File: config.mk
export PLATFORM = sky130hd
export DESIGN_NAME = rast_regs
export DESIGN_NICKNAME = d
export VERILOG_FILES = /design/src/rtl/core/rast_pkg.sv /design/src/rtl/core/rast_regs.sv
export SDC_FILE = /design/constraint.sdc
export NUM_CORES = 1
export LEC_CHECK = 0
export BUFFER_PORTS_ARGS = -buffer_cell sky130_fd_sc_hd__buf_4
export CAP_MARGIN = 20
export CORE_ASPECT_RATIO = 1.2
export CORE_MARGIN = 5
export CORE_UTILIZATION = 40
export DETAILED_ROUTE_END_ITERATION = 10
export HOLD_SLACK_MARGIN = 0.08
export PLACE_DENSITY = 0.72
export SKIP_LAST_GASP = 1
export SYNTH_ARGS = -nofsm -noshare
export SYNTH_HDL_FRONTEND = slang
export SYNTH_SLANG_ARGS = --single-unit
File: constraint.sdc
create_clock -name clk -period 1.6 [get_ports clk]
set_input_delay 0.16 -clock clk [delete_from_list [all_inputs] [get_ports clk]]
set_output_delay 0.16 -clock clk [all_outputs]
set_load 0.01 [all_outputs]
File: src/rtl/core/rast_pkg.sv
// ----------------------------------------------------------------------------
// rast_pkg
// Shared types and constants for the range-add / range-max segment tree.
// ----------------------------------------------------------------------------
package rast_pkg;

  // Field widths fixed by the interface
  localparam int LC_W   = 11;
  localparam int POS_W  = 16;
  localparam int DATA_W = 32;

  // Configuration register indexes (paddr[3:2])
  localparam logic [1:0] REG_LEAF_COUNT  = 2'd0;
  localparam logic [1:0] REG_INDEX_BASE  = 2'd1;
  localparam logic [1:0] REG_UNSET_VALUE = 2'd2;

  // Register reset values
  localparam logic [LC_W-1:0]   LEAF_COUNT_RST  = 11'd1024;
  localparam logic [POS_W-1:0]  INDEX_BASE_RST  = 16'd0;
  localparam logic [DATA_W-1:0] UNSET_VALUE_RST = 32'h8000_0000;

  // Operation codes
  typedef enum logic [1:0] {
    MODE_ADD,
    MODE_SET,
    MODE_QUERY,
    MODE_CLEAR
  } mode_t;

  // Where a stack frame stands in its walk
  typedef enum logic [1:0] {
    PH_ENTER,
    PH_AFTER_L,
    PH_AFTER_R
  } phase_t;

  typedef enum logic [1:0] {
    LD_NONE,
    LD_INPUT,
    LD_CLEAR
  } ld_t;

  typedef enum logic [1:0] {
    RD_NONE,
    RD_SELF,
    RD_LEFT,
    RD_RIGHT
  } rd_t;

  typedef enum logic [2:0] {
    WR_NONE,
    WR_ADD,
    WR_SET,
    WR_CLR,
    WR_PULL
  } wr_t;

  typedef enum logic [2:0] {
    ST_NONE,
    ST_ROOT,
    ST_PUSH_L,
    ST_PUSH_R,
    ST_POP
  } st_t;

  typedef enum logic [2:0] {
    ACC_NONE,
    ACC_TMP_LOAD,
    ACC_TMP_CHOOSE,
    ACC_RET_LOAD,
    ACC_RET_ADD,
    ACC_SAVE_LEFT,
    ACC_COMBINE,
    ACC_V_SUB
  } acc_t;

  typedef enum logic [1:0] {
    EMIT_NONE,
    EMIT_OK,
    EMIT_BAD
  } emit_t;

  // Controller to datapath
  typedef struct packed {
    ld_t   ld;
    rd_t   rd;
    wr_t   wr;
    st_t   st;
    acc_t  acc;
    emit_t emit;
  } cmd_t;

  // Datapath to controller
  typedef struct packed {
    mode_t  mode;
    phase_t ph;
    logic   sp_one;
    logic   is_leaf;
    logic   covered;
    logic   go_left;
    logic   go_right;
    logic   in_empty;
    logic   in_set_ok;
  } stat_t;

endpackage

File: src/rtl/core/rast_regs.sv
// ----------------------------------------------------------------------------
// rast_regs
// APB-style configuration registers: leaf count, index base, unset value.
// ----------------------------------------------------------------------------
module rast_regs (
  input  logic        clk,
  input  logic        rst_n,
  input  logic        psel,
  input  logic        penable,
  input  logic        pwrite,
  input  logic [3:0]  paddr,
  input  logic [31:0] pwdata,
  output logic [31:0] prdata,
  output logic        pready,
  output logic [rast_pkg::LC_W-1:0]   leaf_count,
  output logic [rast_pkg::POS_W-1:0]  index_base,
  output logic [rast_pkg::DATA_W-1:0] unset_value,
  output logic        cfg_clr
);

  logic [rast_pkg::LC_W-1:0]   leaf_count_r;
  logic [rast_pkg::POS_W-1:0]  index_base_r;
  logic [rast_pkg::DATA_W-1:0] unset_value_r;
  logic [1:0]                  reg_idx;
  logic                        wr_en;

  assign reg_idx = paddr[3:2];
  assign wr_en   = psel & penable & pwrite;
  assign pready  = 1'b1;

  // a leaf count write requests a tree rebuild, taken only while the walk is idle
  assign cfg_clr = wr_en && (reg_idx == rast_pkg::REG_LEAF_COUNT);

  // register writes
  always_ff @(posedge clk) begin
    if (!rst_n) begin
      leaf_count_r  <= rast_pkg::LEAF_COUNT_RST;
      index_base_r  <= rast_pkg::INDEX_BASE_RST;
      unset_value_r <= rast_pkg::UNSET_VALUE_RST;
    end else if (wr_en) begin
      unique case (reg_idx)
        rast_pkg::REG_LEAF_COUNT:  leaf_count_r  <= pwdata[rast_pkg::LC_W-1:0];
        rast_pkg::REG_INDEX_BASE:  index_base_r  <= pwdata[rast_pkg::POS_W-1:0];
        rast_pkg::REG_UNSET_VALUE: unset_value_r <= pwdata;
        default: ;
      endcase
    end
  end

  // read mux
  always_comb begin
    unique case (reg_idx)
      rast_pkg::REG_LEAF_COUNT:  prdata = {21'd0, leaf_count_r};
      rast_pkg::REG_INDEX_BASE:  prdata = {16'd0, index_base_r};
      rast_pkg::REG_UNSET_VALUE: prdata = unset_value_r;
      default:                   prdata = 32'd0;
    endcase
  end

  assign leaf_count  = leaf_count_r;
  assign index_base  = index_base_r;
  assign unset_value = unset_value_r;

endmodule

==> metrics.csv <==
metric,value,unit
Yosys top cell area share,44.6,%
clk buf depth,2,
worst skew pair latency,0.33,ns
number of synthesized register bits,59,
vias per inst,4.77,
syn_area_per_cell,8.92,um^2
setup_tns,0,ns
Worst Path Required,1.44,ns
CP arrival,1.17,ns
Compound-Gate Fraction of Synth Area,4.30,%
Initial Utilization,41.1,%
"Seq/Total Area, Yosys",44.6,%
CTS tree,built,
"most common cell after layout, fill and taps aside",buf_4,
clock skew,0,ns
IO buf count,130,
WL final,7510,um
fin crit share,83.4,%
Core Box Area,6450,um^2
antenna-violating nets left,0,
DR WL/cell,14.3,um
kind of critical path,in2out,
DP HPWL,5180,um
Post-Syn Area,2650,um^2
Post-Synth XOR/XNOR Area,0,%
max_cap viols,0,
Nets,477,
placed cell area,3730,um^2
Syn Nets,338,
status,completed,
Max VDD drop,494,uV
via count,2510,
Top-Level Pins,134,
"top cells by area, synth","dfxtp_1 45%, mux2i_1 26%, nand2_1 14%",
synthesized-area fraction occupied by adder cells,0,%
max frequency,750,MHz
Syn Inst Count,297,
Yosys top cell by area,dfxtp_1,
Leak,0.00188,uW
Ant. Diodes,0,
die area,8360,um^2
first-pass GRT wire length,12100,um
clock sink count,59,
vias in the first global route,2520,
TritonRoute pass-1 iters,4,
initial DRC count,87,
placer congestion estimate,0.739,
die width,84.3,um
grt total ovfl,0,
CP startpoint kind,primary input,
simple-gate area share of the yosys netlist,19.8,%
Final Instance Area,4060,um^2
mux cell area share after synthesis,25.7,%
pwr dens,778,nW/um^2
Max Slew Vio Count,0,
CTS H-Tree Depth,3,
layout cells sized above 1,35.6,%
row count,32,
Yosys warnings,0,
"commonest cells after routing, fill and taps aside","134 x buf_4, 100 x nand2_1, 68 x mux2i_1",
RSZ-0062 raised after global routing,no,
Root Driver,clkbuf_8,
"Reg clk slew, reported paths",0.06,ns
antenna violations before repair,0,
# setup viols final,0,
minimum clock period,1.33,ns
area grow syn2layout,53.0,%
pin count of the biggest net entering global routing,36,
CTS Buf Count,9,
largest family of logic cells by synthesized area,multiplexers,
final routed DRC violation total,0,
Netlist cell types,19,
crit path max fanout,24,
Hold Fails Final Rpt,0,
global-route usage over all layers,17.8,%
min-delay worst type,in2reg,
CP Capture Type,primary output,
DIE HEIGHT,99.2,um
[report_power, final]
group          internal (uW)  total [uW]  switching (uW)  leakage, uW
registers               1490        1500            15.0     0.000476
logic                    171         325             155      0.00131
clock network            754        1330             573    0.0000991
total                   2410        3160             743      0.00188
[final cells by class]
type	instances	area, um^2
well taps	85	106
fillers	549	2390
repair buffers	152	1240
clock inverters	5	52.6
inverters	3	11.3
multi-input cells	211	1330
flip-flops and latches	59	1180
clock buffers	11	141
[sequential cells by signal, indices dropped and copies added (netlist names)]
signal / cells
unset_value: 32
leaf_count: 11
index_base: 16
[metrics by stage]
step / cells / power [uW] / util (%) / worst slack (ns) / hold slack (ns)
2_1_floorplan: 297 / 1680 / - / 0.516 / 0.302
3_3_place_gp: 497 / 1830 / 57.9 / 0.297 / 0.408
3_5_place_dp: 497 / 1840 / 57.9 / 0.256 / 0.418
4_1_cts: 526 / 3200 / 62.9 / 0.251 / 0.0828
5_1_grt: 526 / 3290 / 62.9 / 0.157 / 0.0915
6_report: 526 / 3160 / 62.9 / 0.266 / 0.0982
[cells by family (layout without fill, tap and decap cells)]
logic type             after synthesis  after routing
other                                1              1
buffers and inverters               27            171
multiplexers                        68             68
flip-flops                          59             59
AND/OR/NAND/NOR                    124            124
AO/OA/AOI/OAI                       18             18
[Yosys cell counts]
master    instances
o21ai_1           1
nand3_1           2
nor2b_1           1
o211ai_1          2
inv_1             3
dfxtp_1          59
a22o_1            5
o21ai_0          10
nand2_1         100
and3_1            1
buf_4             3
nor2_1            1
buf_2             3
buf_6             4
and2b_4           1
and2_1           18
mux2i_1          68
clkbuf_1         14
conb_1            1
[worst paths after layout]
check,from,slack (ns),depth (start not counted),end
setup reg to reg,leaf_count[1],0.93,2,leaf_count[1]
setup / recovery,paddr[3],0.27,6,prdata[3]
hold reg to reg,unset_value[21],0.47,2,unset_value[21]
hold / removal,pwdata[23],0.1,3,unset_value[23]
[routing by layer]
metal	wire length [um]	GRT usage, %	part of all wire [%]	vias up
li1	-	-	-	1252
met1	3220	20.8	43	1159
met2	3580	29.8	48	89
met3	611	5.97	8.1	10
met4	107	7.05	1.4	0
met5	0	0	0	-
[critical path, cell delays in order]
cell,delay [ns]
buf_4,0.19
nor2b_2,0.20
buf_4,0.28
nand2_1,0.08
o21ai_0,0.09
buf_4,0.16
[timing repair]
action,4_1_cts,5_1_grt
endpoints found under the hold margin,13,0
buffers inserted,0,0
hold buffers,13,0
resized for setup,0,0
(Power assumes the default switching activity.)
