### src/rtl/core/rast_pkg.sv
// ----------------------------------------------------------------------------
// rast_pkg
// Shared types and constants for the range-add / range-max segment tree.
// ----------------------------------------------------------------------------
package rast_pkg;

  // Field widths fixed by the interface
  localparam int LC_W   = 11;
  localparam int POS_W  = 16;
  localparam int DATA_W = 32;

  // Configuration register indexes (paddr[3:2])
  localparam logic [1:0] REG_LEAF_COUNT  = 2'd0;
  localparam logic [1:0] REG_INDEX_BASE  = 2'd1;
  localparam logic [1:0] REG_UNSET_VALUE = 2'd2;

  // Register reset values
  localparam logic [LC_W-1:0]   LEAF_COUNT_RST  = 11'd1024;
  localparam logic [POS_W-1:0]  INDEX_BASE_RST  = 16'd0;
  localparam logic [DATA_W-1:0] UNSET_VALUE_RST = 32'h8000_0000;

  // Operation codes
  typedef enum logic [1:0] {
    MODE_ADD,
    MODE_SET,
    MODE_QUERY,
    MODE_CLEAR
  } mode_t;

  // Where a stack frame stands in its walk
  typedef enum logic [1:0] {
    PH_ENTER,
    PH_AFTER_L,
    PH_AFTER_R
  } phase_t;

  typedef enum logic [1:0] {
    LD_NONE,
    LD_INPUT,
    LD_CLEAR
  } ld_t;

  typedef enum logic [1:0] {
    RD_NONE,
    RD_SELF,
    RD_LEFT,
    RD_RIGHT
  } rd_t;

  typedef enum logic [2:0] {
    WR_NONE,
    WR_ADD,
    WR_SET,
    WR_CLR,
    WR_PULL
  } wr_t;

  typedef enum logic [2:0] {
    ST_NONE,
    ST_ROOT,
    ST_PUSH_L,
    ST_PUSH_R,
    ST_POP
  } st_t;

  typedef enum logic [2:0] {
    ACC_NONE,
    ACC_TMP_LOAD,
    ACC_TMP_CHOOSE,
    ACC_RET_LOAD,
    ACC_RET_ADD,
    ACC_SAVE_LEFT,
    ACC_COMBINE,
    ACC_V_SUB
  } acc_t;

  typedef enum logic [1:0] {
    EMIT_NONE,
    EMIT_OK,
    EMIT_BAD
  } emit_t;

  // Controller to datapath
  typedef struct packed {
    ld_t   ld;
    rd_t   rd;
    wr_t   wr;
    st_t   st;
    acc_t  acc;
    emit_t emit;
  } cmd_t;

  // Datapath to controller
  typedef struct packed {
    mode_t  mode;
    phase_t ph;
    logic   sp_one;
    logic   is_leaf;
    logic   covered;
    logic   go_left;
    logic   go_right;
    logic   in_empty;
    logic   in_set_ok;
  } stat_t;

endpackage

### src/rtl/core/rast_ctrl.sv
// ----------------------------------------------------------------------------
// rast_ctrl
// Sequencer for the tree walk: visits, node pulls, query folding, clears.
// ----------------------------------------------------------------------------
module rast_ctrl (
  input  logic                  clk,
  input  logic                  rst_n,
  input  logic                  start,
  input  logic [1:0]            in_mode,
  input  logic                  cfg_clr,
  input  rast_pkg::stat_t       stat,
  output rast_pkg::cmd_t        cmd,
  output logic                  busy
);

  typedef enum logic [3:0] {
    S_CLR_START,
    S_IDLE,
    S_VISIT,
    S_TERM_WAIT,
    S_SET_WAIT,
    S_PULL_R,
    S_PULL_K,
    S_PULL_W,
    S_QADD,
    S_DONE
  } state_t;

  state_t          state_r, state_nxt;
  rast_pkg::mode_t req_mode;
  logic            do_pop;
  logic            do_fin;

  assign req_mode = rast_pkg::mode_t'(in_mode);
  assign busy     = (state_r != S_IDLE) || cfg_clr;

  // next state and datapath commands
  always_comb begin
    cmd       = '{ld: rast_pkg::LD_NONE, rd: rast_pkg::RD_NONE, wr: rast_pkg::WR_NONE,
                  st: rast_pkg::ST_NONE, acc: rast_pkg::ACC_NONE,
                  emit: rast_pkg::EMIT_NONE};
    state_nxt = state_r;
    do_pop    = 1'b0;
    do_fin    = 1'b0;

    unique case (state_r)
      S_CLR_START: begin
        cmd.ld    = rast_pkg::LD_CLEAR;
        cmd.st    = rast_pkg::ST_ROOT;
        state_nxt = S_VISIT;
      end

      S_IDLE: begin
        if (cfg_clr) begin
          state_nxt = S_CLR_START;
        end else if (start) begin
          unique case (req_mode)
            rast_pkg::MODE_QUERY: begin
              if (stat.in_empty) begin
                cmd.emit = rast_pkg::EMIT_BAD;
              end else begin
                cmd.ld    = rast_pkg::LD_INPUT;
                cmd.st    = rast_pkg::ST_ROOT;
                state_nxt = S_VISIT;
              end
            end
            rast_pkg::MODE_ADD: begin
              if (!stat.in_empty) begin
                cmd.ld    = rast_pkg::LD_INPUT;
                cmd.st    = rast_pkg::ST_ROOT;
                state_nxt = S_VISIT;
              end
            end
            rast_pkg::MODE_SET: begin
              if (stat.in_set_ok) begin
                cmd.ld    = rast_pkg::LD_INPUT;
                cmd.st    = rast_pkg::ST_ROOT;
                state_nxt = S_VISIT;
              end
            end
            default: begin
              cmd.ld    = rast_pkg::LD_INPUT;
              cmd.st    = rast_pkg::ST_ROOT;
              state_nxt = S_VISIT;
            end
          endcase
        end
      end

      S_VISIT: begin
        unique case (stat.ph)
          rast_pkg::PH_ENTER: begin
            unique case (stat.mode) inside
              rast_pkg::MODE_ADD, rast_pkg::MODE_QUERY: begin
                if (stat.covered) begin
                  cmd.rd    = rast_pkg::RD_SELF;
                  state_nxt = S_TERM_WAIT;
                end else if (stat.go_left) begin
                  cmd.st = rast_pkg::ST_PUSH_L;
                end else begin
                  cmd.st = rast_pkg::ST_PUSH_R;
                end
              end
              rast_pkg::MODE_SET: begin
                if (stat.is_leaf) begin
                  cmd.wr = rast_pkg::WR_SET;
                  do_pop = 1'b1;
                end else begin
                  cmd.rd    = rast_pkg::RD_SELF;
                  state_nxt = S_SET_WAIT;
                end
              end
              default: begin
                cmd.wr = rast_pkg::WR_CLR;
                if (stat.is_leaf) do_pop = 1'b1;
                else cmd.st = rast_pkg::ST_PUSH_L;
              end
            endcase
          end
          rast_pkg::PH_AFTER_L: begin
            if (stat.mode == rast_pkg::MODE_QUERY) cmd.acc = rast_pkg::ACC_SAVE_LEFT;
            if (stat.go_right) cmd.st = rast_pkg::ST_PUSH_R;
            else do_fin = 1'b1;
          end
          rast_pkg::PH_AFTER_R: begin
            do_fin = 1'b1;
            if (stat.mode == rast_pkg::MODE_QUERY) cmd.acc = rast_pkg::ACC_COMBINE;
          end
          default: state_nxt = S_IDLE;
        endcase

        // children done: pull, fold or just leave
        if (do_fin) begin
          unique case (stat.mode) inside
            rast_pkg::MODE_ADD, rast_pkg::MODE_SET: begin
              cmd.rd    = rast_pkg::RD_LEFT;
              state_nxt = S_PULL_R;
            end
            rast_pkg::MODE_QUERY: begin
              cmd.rd    = rast_pkg::RD_SELF;
              state_nxt = S_QADD;
            end
            default: do_pop = 1'b1;
          endcase
        end
      end

      S_TERM_WAIT: begin
        if (stat.mode == rast_pkg::MODE_QUERY) cmd.acc = rast_pkg::ACC_RET_LOAD;
        else cmd.wr = rast_pkg::WR_ADD;
        do_pop = 1'b1;
      end

      S_SET_WAIT: begin
        cmd.acc   = rast_pkg::ACC_V_SUB;
        cmd.st    = stat.go_left ? rast_pkg::ST_PUSH_L : rast_pkg::ST_PUSH_R;
        state_nxt = S_VISIT;
      end

      S_PULL_R: begin
        cmd.rd    = rast_pkg::RD_RIGHT;
        cmd.acc   = rast_pkg::ACC_TMP_LOAD;
        state_nxt = S_PULL_K;
      end

      S_PULL_K: begin
        cmd.rd    = rast_pkg::RD_SELF;
        cmd.acc   = rast_pkg::ACC_TMP_CHOOSE;
        state_nxt = S_PULL_W;
      end

      S_PULL_W: begin
        cmd.wr = rast_pkg::WR_PULL;
        do_pop = 1'b1;
      end

      S_QADD: begin
        cmd.acc = rast_pkg::ACC_RET_ADD;
        do_pop  = 1'b1;
      end

      S_DONE: begin
        cmd.emit  = rast_pkg::EMIT_OK;
        state_nxt = S_IDLE;
      end

      default: state_nxt = S_IDLE;
    endcase

    // leaving a frame: back to the parent, or the walk is over
    if (do_pop) begin
      cmd.st = rast_pkg::ST_POP;
      if (!stat.sp_one) state_nxt = S_VISIT;
      else if (stat.mode == rast_pkg::MODE_QUERY) state_nxt = S_DONE;
      else state_nxt = S_IDLE;
    end
  end

  // state register; reset starts with a clearing walk
  always_ff @(posedge clk) begin
    if (!rst_n) begin
      state_r <= S_CLR_START;
    end else begin
      state_r <= state_nxt;
    end
  end

endmodule

### config.mk
export PLATFORM = sky130hd
export DESIGN_NAME = rast_ctrl
export DESIGN_NICKNAME = d
export VERILOG_FILES = /design/src/rtl/core/rast_pkg.sv /design/src/rtl/core/rast_ctrl.sv
export SDC_FILE = /design/constraint.sdc
export NUM_CORES = 1
export LEC_CHECK = 0
export BUFFER_PORTS_ARGS = -buffer_cell sky130_fd_sc_hd__buf_4
export CELL_PAD_IN_SITES_DETAIL_PLACEMENT = 2
export CELL_PAD_IN_SITES_GLOBAL_PLACEMENT = 2
export CORE_MARGIN = 2
export CORE_UTILIZATION = 26
export DETAILED_ROUTE_END_ITERATION = 16
export GPL_TIMING_DRIVEN = 0
export PLACE_DENSITY_LB_ADDON = 0.05
export SLEW_MARGIN = 20
export SYNTH_ARGS = -nofsm -noshare
export SYNTH_HDL_FRONTEND = slang
export SYNTH_SLANG_ARGS = --single-unit
export TNS_END_PERCENT = 5
### constraint.sdc
create_clock -name clk -period 1.9 [get_ports clk]
set_input_delay 0.095 -clock clk [delete_from_list [all_inputs] [get_ports clk]]
set_output_delay 0.095 -clock clk [all_outputs]
set_load 0.03 [all_outputs]
==> metrics.md, run 1 <==
| Metric | Value |
|---|---|
| Status | completed |
| Most frequent cells after synthesis | nor2_1 (11), a21oi_1 (9), nand2b_1 (8), nand2_1 (7), o21ai_0 (6) |
| Worst-Margin Slew | around 0.62 ns |
| DRT antenna net count | 0 |
| Number of cells on the worst hold path | 2 |
| Area grow syn2layout | 38.56% |
| Clk_lat worst skew | between 0.2 and 0.25 ns |
| Logic gate share of total power | 0.713 |
| Routed len/inst | 16.92 um |
| Initial antenna violation count | 0 |
| Synth async-reset ratio | 0 |
| Worst Skew | 0.002873 ns |
| Largest area contributor in the netlist | dfxtp_1 |
| Fmax | 566.9 MHz |
| Initial DRC Count | 39 |
| Setup slack after placement | around 0.079 ns |
| Seq/Total Area, Yosys | 0.08719 |
| PortBufs | 32 |
| Worst VDD drop | about 0.00039 V |
| WHS Endpoint | state_r[1]$_SDFFE_PN0P_ |
| Area after DPL | between 0.001 and 0.0015 mm2 |
| Reg2reg path depth | 6 |
| CTS Buf Count | 3 |
| Detailed Place HPWL | between 2000 and 3000 um |
| Distinct cells, synth | 49 |
| # clock sinks | 4 |
| Sw power | 0.3804 mW |
| Vias in the first global route | approximately 1200 |
| Critical Path Source Type | register |
| Max-cap violations | 0 |
| Reg with most FFs | state_r |
| Final Util | 0.3783 |
| Max Buffers Root-to-Sink | 2 |
| Max-slew headroom | 0.5814 |
| Worst path required time | approximately 1.8 ns |
| Worst reg-to-reg setup slack | 0.29 ns |
| Core ar. | approximately 0.0034 mm2 |
| Top cells by area, synth | dfxtp_1 (8.7%), ha_1 (5.4%), nand2b_1 (5.4%), a21oi_1 (4.9%), and3b_1 (4.8%) |
| Worst r2r dst | state_r[0]$_SDFFE_PN0P_ |
| Die ar. | 0.004023 mm2 |
| Placed Cells | between 200 and 250 |
| Largest net degree at the start of global routing | 11 |
| Final TNS setup | 0 ns |
| Synth warnings | 0 |
| Finish-stage setup viols | 0 |
| Pwr dens | 618.0 mW/mm2 |
| RePlAce Congestion | roughly 0.83 |
| Clock H-tree levels | 1 |
| Yosys reg bits | 4 |
| GRT Total Usage | 0.1811 |
| Drt first pass iters | 4 |
| Setup CP Type | register to output port |
| Global-route wire length before repair | a little under 6000 um |
| Cts hold-fix bufs | 0 |
| Root Driver | clkbuf_4 |
| Sequential Power Share | 0.162 |
| Post-synth top area share | 0.08719 |
| Clock power share | 0.125 |
| P_int | just over 0.4 mW |
| CP Capture Type | output port |
| Final max-slew violation count | 0 |
| Worst setup margin | roughly 0.14 ns |
| Hold_sp | stat[6] |
| Post-Syn Nets | 146 |
| Post-route cell area | between 0.001 and 0.0015 mm2 |
| Mapped Cells | roughly 130 |
| RR Startpoint | state_r[2]$_SDFFE_PN0P_ |
| Total Power | 0.7864 mW |
| EDFF count, synth | 0 |
| DIE WIDTH | 63.43 um |
| # DRC | 0 |
| Placement Rows | 21 |
| Total congestion overflow | 0 |
| Diodes inserted | 0 |
| Final hold viol count | 0 |
| Syn Area/Cell | roughly 7.3 um2 |
| Cell area after synthesis | roughly 920 um2 |
| Crit path max fanout | 10 |
| Largest registers | state_r x4 |
| Final WL | approximately 3500 um |
| Leakage power | ~0.57 nW |
| Layout fillers | approximately 440 |
| Hold WC Path Type | input pin to register |
| Initial Utilization | 0.2731 |
| Final min period | around 1.8 ns |
| Post-synth top flop | dfxtp_1 |
| Top-count cell post-synth | nor2_1 |
| # IOs | 33 |
| Crit path arrival time | roughly 1.7 ns |
| Switching share of power | 0.4837 |
| CTS tree | built |
| Post-layout nets | roughly 180 |
| Final Cycle Share | 0.9284 |
| DR vias/cell | approximately 5.3 |
| Clk slew on worst S/H paths | approximately 0.040 ns |
| Height of the die | 63.43 um |
| Number of flip-flops in the largest register | 4 |
| Post-Layout Cell Count | between 200 and 250 |
| RSZ-0062 raised after global routing | false |
| Share of cells above drive strength 1 | 0.3851 |
| Via count | between 1000 and 1500 |
| Worst hold margin | approximately 0.078 ns |
## critical path: stages, from the launching register on
cell	delay, ns
dfxtp_1	0.32
buf_4	0.19
nor3b_4	0.24
o211ai_1	0.18
nand2_2	0.16
and3b_1	0.18
buf_4	0.16
## power by group through the flow
stage / Combinational, mW / Clock, mW / Sequential [mW]
CTS: 0.551 / 0.103 / 0.122
global route: 0.613 / 0.108 / 0.133
finish: 0.560 / 0.0983 / 0.128
global placement: 0.530 / 0 / 0.121
floorplan: 0.362 / 0 / 0.114
detailed placement: 0.543 / 0 / 0.122
## worst max-delay path by stage
| stage | startpoint | endpoint | cells past startpoint | slack [ns] |
|---|---|---|---|---|
| floorplan | state_r[2]$_SDFFE_PN0P_ | cmd[1] | 4 | 0.07 |
| global placement | stat[7] | state_r[1]$_SDFFE_PN0P_ | 8 | 0.08 |
| detailed placement | stat[7] | state_r[1]$_SDFFE_PN0P_ | 8 | 0.08 |
| CTS | state_r[1]$_SDFFE_PN0P_ | cmd[4] | 5 | 0.005 |
| global route | state_r[2]$_SDFFE_PN0P_ | cmd[6] | 6 | 0.02 |
| finish | state_r[2]$_SDFFE_PN0P_ | cmd[6] | 6 | 0.14 |
## timing repair
| action | 4_1_cts | 5_1_grt |
|---|---|---|
| endpoints found under the hold margin | 0 | 0 |
| buffers inserted | 0 | 1 |
| pin swaps | 0 | 3 |
| gates resized for setup | 1 | 6 |
| cloned | 0 | 0 |
| endpoints found under the setup margin | 1 | 4 |
## placed cells by master (no fill, tap or decap), types with 2 or more instances in the layout
master / count
nor2_2: 2
a22oi_1: 2
a21oi_4: 2
buf_6: 2
a21o_1: 3
a31oi_1: 2
buf_4: 37
and3b_1: 5
o41ai_1: 2
dfxtp_2: 3
nand2_1: 7
and2_1: 2
buf_2: 2
nor3_1: 3
and2b_1: 2
nand3_1: 2
nand2b_1: 8
a21oi_1: 9
ha_1: 4
or4b_1: 2
a211oi_2: 2
clkbuf_4: 3
nor2b_1: 4
and3_2: 2
o21ai_1: 2
inv_1: 4
a21boi_0: 2
o21ai_0: 6
o21a_1: 2
nor2_1: 9
## cells by family (layout without fill, tap and decap cells)
| family | count (synthesis) | in the layout | synth area share |
|---|---|---|---|
| xor+xnor | 1 | 1 | 0.009539 |
| buf+inv | 12 | 48 | 0.08173 |
| fa+ha+maj | 4 | 4 | 0.05450 |
| compound gates | 40 | 40 | 0.3133 |
| simple gates | 63 | 63 | 0.4428 |
| mux | 1 | 1 | 0.01090 |
| flops | 4 | 4 | 0.08720 |
## routing by layer
metal / vias up / GRT usage / routed length, um / share of wire
li1: 529 / - / - / -
met1: 537 / 0.2338 / 1633 / 0.47
met2: 21 / 0.3276 / 1746 / 0.50
met3: 0 / 0.02857 / 123 / 0.035
met4: 0 / 0.01359 / 0 / 0
met5: - / 0 / 0 / 0
## area by class of cell
class / instances / area, um2 / share of cell area
well taps: 46 / 57.56 / 0.04523
multi-input cells: 109 / 783.3 / 0.6155
plain buffers: 8 / 62.56 / 0.04916
clock buffers: 3 / 22.52 / 0.01770
inverters: 4 / 15.01 / 0.01180
flip-flops and latches: 4 / 83.83 / 0.06588
repair buffers: 33 / 247.7 / 0.1947
Note: power is estimated with default switching activity, not from simulation.
==> run 2, diff against run 1 <==
BUFFER_PORTS_ARGS = -buffer_cell sky130_fd_sc_hd__buf_2   (was -buffer_cell sky130_fd_sc_hd__buf_4)
==> run 2 against run 1 <==
Register-to-register slack improved by 0.04 ns. Setup slack worse by 0.0052 ns. Hold slack gained 0.017 ns. Fmax is 0.30% lower. Critical path type unchanged. Largest cell class unchanged. Highest routed layer unchanged.
==> metrics.md, run 2 (synthesized netlist as in run 1, its figures left out) <==
| Metric | Value |
|---|---|
| Root Driver | clkbuf_4 |
| Worst path required time | 1.80 ns |
| Footprint of the multi-input gates | 777.0 um2 |
| Reg with most FFs | state_r |
| Drt first pass iters | 4 |
| Initial Utilization | 0.2731 |
| CP Launch Point | state_r[2]$_SDFFE_PN0P_ |
| Clk_lat worst skew | 0.23 ns |
| Total congestion overflow | 0 |
| CP Capture Type | output port |
| Via count | 1094 |
| Crit path arrival time | about 1.7 ns |
| Worst reg-to-reg setup slack | 0.33 ns |
| Reg2reg path depth | 7 |
| Core ar. | 0.003363 mm2 |
| Status | completed |
| Diodes inserted | 0 |
| Critical Path Source Type | register |
| Area after DPL | ~0.0011 mm2 |
| DR vias/cell | between 5 and 6 |
| Final TNS setup | 0 ns |
| Final hold viol count | 0 |
| Leakage power | approximately 0.56 nW |
| Number of cells on the worst hold path | 2 |
| RePlAce Congestion | ~0.75 |
| Initial antenna violation count | 0 |
| Final min period | 1.769 ns |
| Largest registers | state_r x4 |
| CTS tree | built |
| Max-cap violations | 0 |
| DIE WIDTH | about 63 um |
| Register Area | between 80 and 90 um2 |
| # clock sinks | 4 |
| Worst Skew | around 0.001 ns |
| Global-route wire length before repair | around 5800 um |
| Height of the die | 63.43 um |
| Clk slew on worst S/H paths | approximately 0.04 ns |
| Post-layout nets | ~190 |
| GRT Total Usage | 0.1799 |
| Most common cell after layout, fill and taps aside | buf_2 |
| RSZ-0062 raised after global routing | false |
| Pwr dens | 627.1 mW/mm2 |
| Post-route cell area | around 0.0012 mm2 |
| WHS Endpoint | state_r[1]$_SDFFE_PN0P_ |
| Detailed Place HPWL | 2820 um |
| DRT antenna net count | 0 |
| Most frequent cells in the layout | buf_2 (34), a21oi_1 (9), nor2_1 (9) |
| Final max-slew violation count | 0 |
| Area grow syn2layout | 30.38% |
| Fmax | about 570 MHz |
| Clock H-tree levels | 1 |
| Post-Layout Cell Count | 208 |
| Largest net degree at the start of global routing | 11 |
| Max Buffers Root-to-Sink | 2 |
| Worst-Margin Slew | about 0.58 ns |
| Routed len/inst | about 17 um |
| Number of flip-flops in the largest register | 4 |
| Vias in the first global route | around 1200 |
| Crit path max fanout | 10 |
| # DRC | 0 |
| PortBufs | 32 |
| Hold WC Path Type | input pin to register |
| CTS Buf Count | 3 |
| Die ar. | 0.004023 mm2 |
| Layout fillers | between 400 and 500 |
| Placed Cells | just over 200 |
| Hold_sp | stat[6] |
| Worst r2r dst | state_r[0]$_SDFFE_PN0P_ |
| Final Cycle Share | 0.9311 |
| Setup CP Type | register to output port |
| RR Startpoint | state_r[2]$_SDFFE_PN0P_ |
| Final Util | 0.3560 |
| # IOs | 33 |
| Share of cells above drive strength 1 | 0.3889 |
| Worst VDD drop | 0.0003595 V |
| Initial DRC Count | 10 |
| Finish-stage setup viols | 0 |
| Cts hold-fix bufs | 0 |
| Max-slew headroom | 0.6097 |
| Placement Rows | 21 |
| Final WL | ~3500 um |
## run 2: cell count changes in the layout (fill, tap and decap cells not counted), sizes merged
cell  delta
buf      +1
## run 2: worst max-delay path, cell delays in order (launching register included)
cell	delay, ns
dfxtp_1	0.34
buf_6	0.16
nor3b_2	0.27
o211ai_1	0.19
nand2_2	0.14
and3b_1	0.17
buf_2	0.17
## run 2: how the worst max path moves through the flow
stage | to | slack [ns] | cells past startpoint
after global routing | cmd[5] | 0.007 | 10
after floorplan | cmd[1] | 0.07 | 4
after CTS | cmd[5] | 0.04 | 7
final | cmd[6] | 0.13 | 6
after global placement | state_r[1]$_SDFFE_PN0P_ | 0.07 | 8
after detailed placement | state_r[1]$_SDFFE_PN0P_ | -0.002 | 8
## run 2: final cells by class
class                   count  area share
flip-flops and latches      4     0.07001
well taps                  46     0.04807
clock buffers               3     0.01881
inverters                   4     0.01254
repair buffers             34      0.1463
plain buffers               8     0.05538
multi-input cells         109      0.6489
## run 2: repair_timing
| item | 4_1_cts | 5_1_grt |
|---|---|---|
| gates resized for setup | 1 | 6 |
| hold endpoints to repair | 0 | 0 |
| cloned | 0 | 0 |
| buffers inserted | 2 | 0 |
| endpoints found under the setup margin | 2 | 4 |
| pin swaps | 1 | 0 |
## run 2: metrics by stage
stage	hold slack, ns	power (mW)	setup slack, ns
2_1_floorplan	0.1844	0.4764	0.06711
4_1_cts	0.09601	0.7573	0.03675
6_report	0.09554	0.7508	0.1309
3_3_place_gp	0.3327	0.6167	0.06642
5_1_grt	0.1134	0.8243	0.006627
3_5_place_dp	0.3359	0.6317	-0.001684
## run 2: report_power, final
part	switching [mW]	internal [mW]	total, mW	leakage [nW]
registers	0.0256	0.101	0.127	0.0338
logic	0.322	0.201	0.523	0.516
clock network	0.0306	0.0704	0.101	0.0138
total	0.378	0.373	0.751	0.564
## run 2: layer usage
metal	routed length (um)	GRT usage	part of all wire	up-vias
li1	-	-	-	532
met1	1586	0.2335	0.46	541
met2	1764	0.3237	0.51	21
met3	114	0.01786	0.033	0
met4	0	0.02989	0	0
met5	0	0	0	-
==> run 3, diff against run 2 <==
REMOVE_ABC_BUFFERS = 1   (was not set)
==> run 3 against run 2 <==
Routed wire length decreased by 6.6%. Register-to-register slack about the same. First-iteration DRC count increased to 3.0 times the previous value. Final area decreased by 4.2%. Clock power increased by 4%. Clock-buffer cell count unchanged.
==> metrics.md, run 3 (synthesized netlist as in run 1, its figures left out) <==
| Metric | Value |
|---|---|
| Die ar. | ~0.0040 mm2 |
| # DRC | 0 |
| Setup CP Type | register to output port |
| Global-route wire length before repair | 5257 um |
| Final max-slew violation count | 0 |
| Largest registers | state_r x4 |
| Total Power | between 0.7 and 0.8 mW |
| Worst-Margin Slew | around 0.47 ns |
| CP delay by family, top | flip-flops |
| DIE WIDTH | 63.43 um |
| Vias in the first global route | 1123 |
| Worst hold margin | 0.09476 ns |
| WHS Endpoint | state_r[1]$_SDFFE_PN0P_ |
| Post-layout nets | 178 |
| # IOs | 33 |
| Drt first pass iters | 2 |
| Max-cap violations | 0 |
| CTS tree | built |
| Diodes inserted | 0 |
| Clock H-tree levels | 1 |
| CP Capture Type | output port |
| CP Launch Point | state_r[2]$_SDFFE_PN0P_ |
| Crit-path slowest cell | dfxtp_4 |
| DRT antenna net count | 0 |
| Total congestion overflow | 0 |
| Final min period | 1.798 ns |
| Initial antenna violation count | 0 |
| Area grow syn2layout | 24.93% |
| Register Area | between 90 and 100 um2 |
| Max-slew headroom | 0.6846 |
| Core ar. | around 0.0034 mm2 |
| Initial Utilization | 0.2731 |
| Final hold viol count | 0 |
| Largest net degree at the start of global routing | 21 |
| Pwr dens | about 610 mW/mm2 |
| Worst VDD drop | around 0.00016 V |
| PortBufs | 32 |
| Reg2reg path depth | 5 |
| Clk slew on worst S/H paths | about 0.04 ns |
| Clk_lat worst skew | 0.23 ns |
| DR vias/cell | about 5.3 |
| Fmax | 556.1 MHz |
| Crit path arrival time | ~1.7 ns |
| Critical Path Source Type | register |
| Most common cell after layout, fill and taps aside | buf_2 |
| Routed len/inst | 16.10 um |
| Hold WC Path Type | input pin to register |
| Final WL | approximately 3200 um |
| Hold_sp | stat[6] |
| RePlAce Congestion | around 0.73 |
| Via count | between 1000 and 1500 |
| Finish-stage setup viols | 0 |
| Worst Skew | just over 0.0006 ns |
| Detailed Place HPWL | approximately 2500 um |
| Number of flip-flops in the largest register | 4 |
| Final Util | 0.3411 |
| # clock sinks | 4 |
| GRT Total Usage | 0.1605 |
| Status | completed |
| CP max stage delay | between 0.4 and 0.5 ns |
| Reg with most FFs | state_r |
| Height of the die | 63.43 um |
| RSZ-0062 raised after global routing | false |
| Initial DRC Count | 30 |
| Max Buffers Root-to-Sink | 2 |
| CTS Buf Count | 3 |
| Worst Path Buf+Inv | 1 |
| Post-Layout Cell Count | roughly 200 |
| Footprint of the multi-input gates | between 700 and 800 um2 |
| Worst path cell trace | nor4b_2 -> a211oi_2 -> nand2_2 -> and3b_1 -> buf_2 |
| Most frequent cells in the layout | buf_2 (32), nor2_1 (11), a21oi_1 (9) |
| Crit path max fanout | 20 |
| Number of cells on the worst hold path | 2 |
| Worst r2r dst | state_r[1]$_SDFFE_PN0P_ |
| Worst reg-to-reg setup slack | around 0.34 ns |
| Layout fillers | ~430 |
| Share of cells above drive strength 1 | 0.3613 |
| Leakage power | 0.5248 nW |
| RR Startpoint | state_r[2]$_SDFFE_PN0P_ |
| Root Driver | clkbuf_4 |
| Final Cycle Share | 0.9465 |
| Worst path required time | ~1.8 ns |
| Placed Cells | 195 |
| Placement Rows | 21 |
-- run 3: cell count changes in the layout (fill, tap and decap cells not counted), sizes merged --
cell and delta:
buf -7
-- run 3: worst max path at each step --
| stage | cells after the start | end | slack (ns) |
|---|---|---|---|
| floorplan | 5 | cmd[5] | -0.30 |
| global placement | 5 | cmd[6] | 0.002 |
| detailed placement | 5 | cmd[6] | -0.002 |
| CTS | 5 | cmd[6] | 0.008 |
| global route | 6 | cmd[11] | 0.004 |
| finish | 5 | cmd[6] | 0.10 |
-- run 3: routing by layer --
metal | global-route usage | share of wire | wire, um | vias to the layer above
met4 | 0.03261 | 0 | 0 | 0
met3 | 0.01071 | 0.040 | 131 | 0
met2 | 0.2987 | 0.51 | 1638 | 22
li1 | - | - | - | 518
met1 | 0.2011 | 0.45 | 1466 | 516
met5 | 0 | 0 | 0 | -
-- run 3: power breakdown --
| part | switching (mW) | total [mW] | internal [mW] |
|---|---|---|---|
| Combinational | 0.261 | 0.434 | 0.173 |
| Sequential | 0.0622 | 0.166 | 0.103 |
| Clock | 0.0343 | 0.105 | 0.0707 |
| Total | 0.357 | 0.705 | 0.348 |
-- run 3: repair_timing --
action,in CTS,in global routing
setup endpoints to repair,9,4
resized for setup,5,5
hold buffers,0,0
setup buffers,0,3
-- run 3: worst reg2reg max path, delay by kind of cell (launching register included) --
kind	cells	cell delay (ns)
and+or+nand+nor	3	0.56
AOI/OAI and AO/OA	2	0.48
DFF	1	0.42
-- run 3: area by class of cell --
| type | count | share of cell area |
|---|---|---|
| multi-input combinational | 109 | 0.6750 |
| timing repair buffer | 35 | 0.1592 |
| sequential | 4 | 0.08288 |
| tap | 46 | 0.05016 |
| clock buffer | 3 | 0.01963 |
| inverter | 4 | 0.01309 |
-- run 3: metrics by stage --
step                instance area (um2)   TNS [ns]  setup WS (ns)
floorplan                         858.3    -0.3349        -0.3009
global placement                   1076          0       0.001522
detailed placement                 1076  -0.002306      -0.002306
CTS                                1106          0       0.008389
global route                       1147          0       0.003698
finish                             1147          0         0.1017
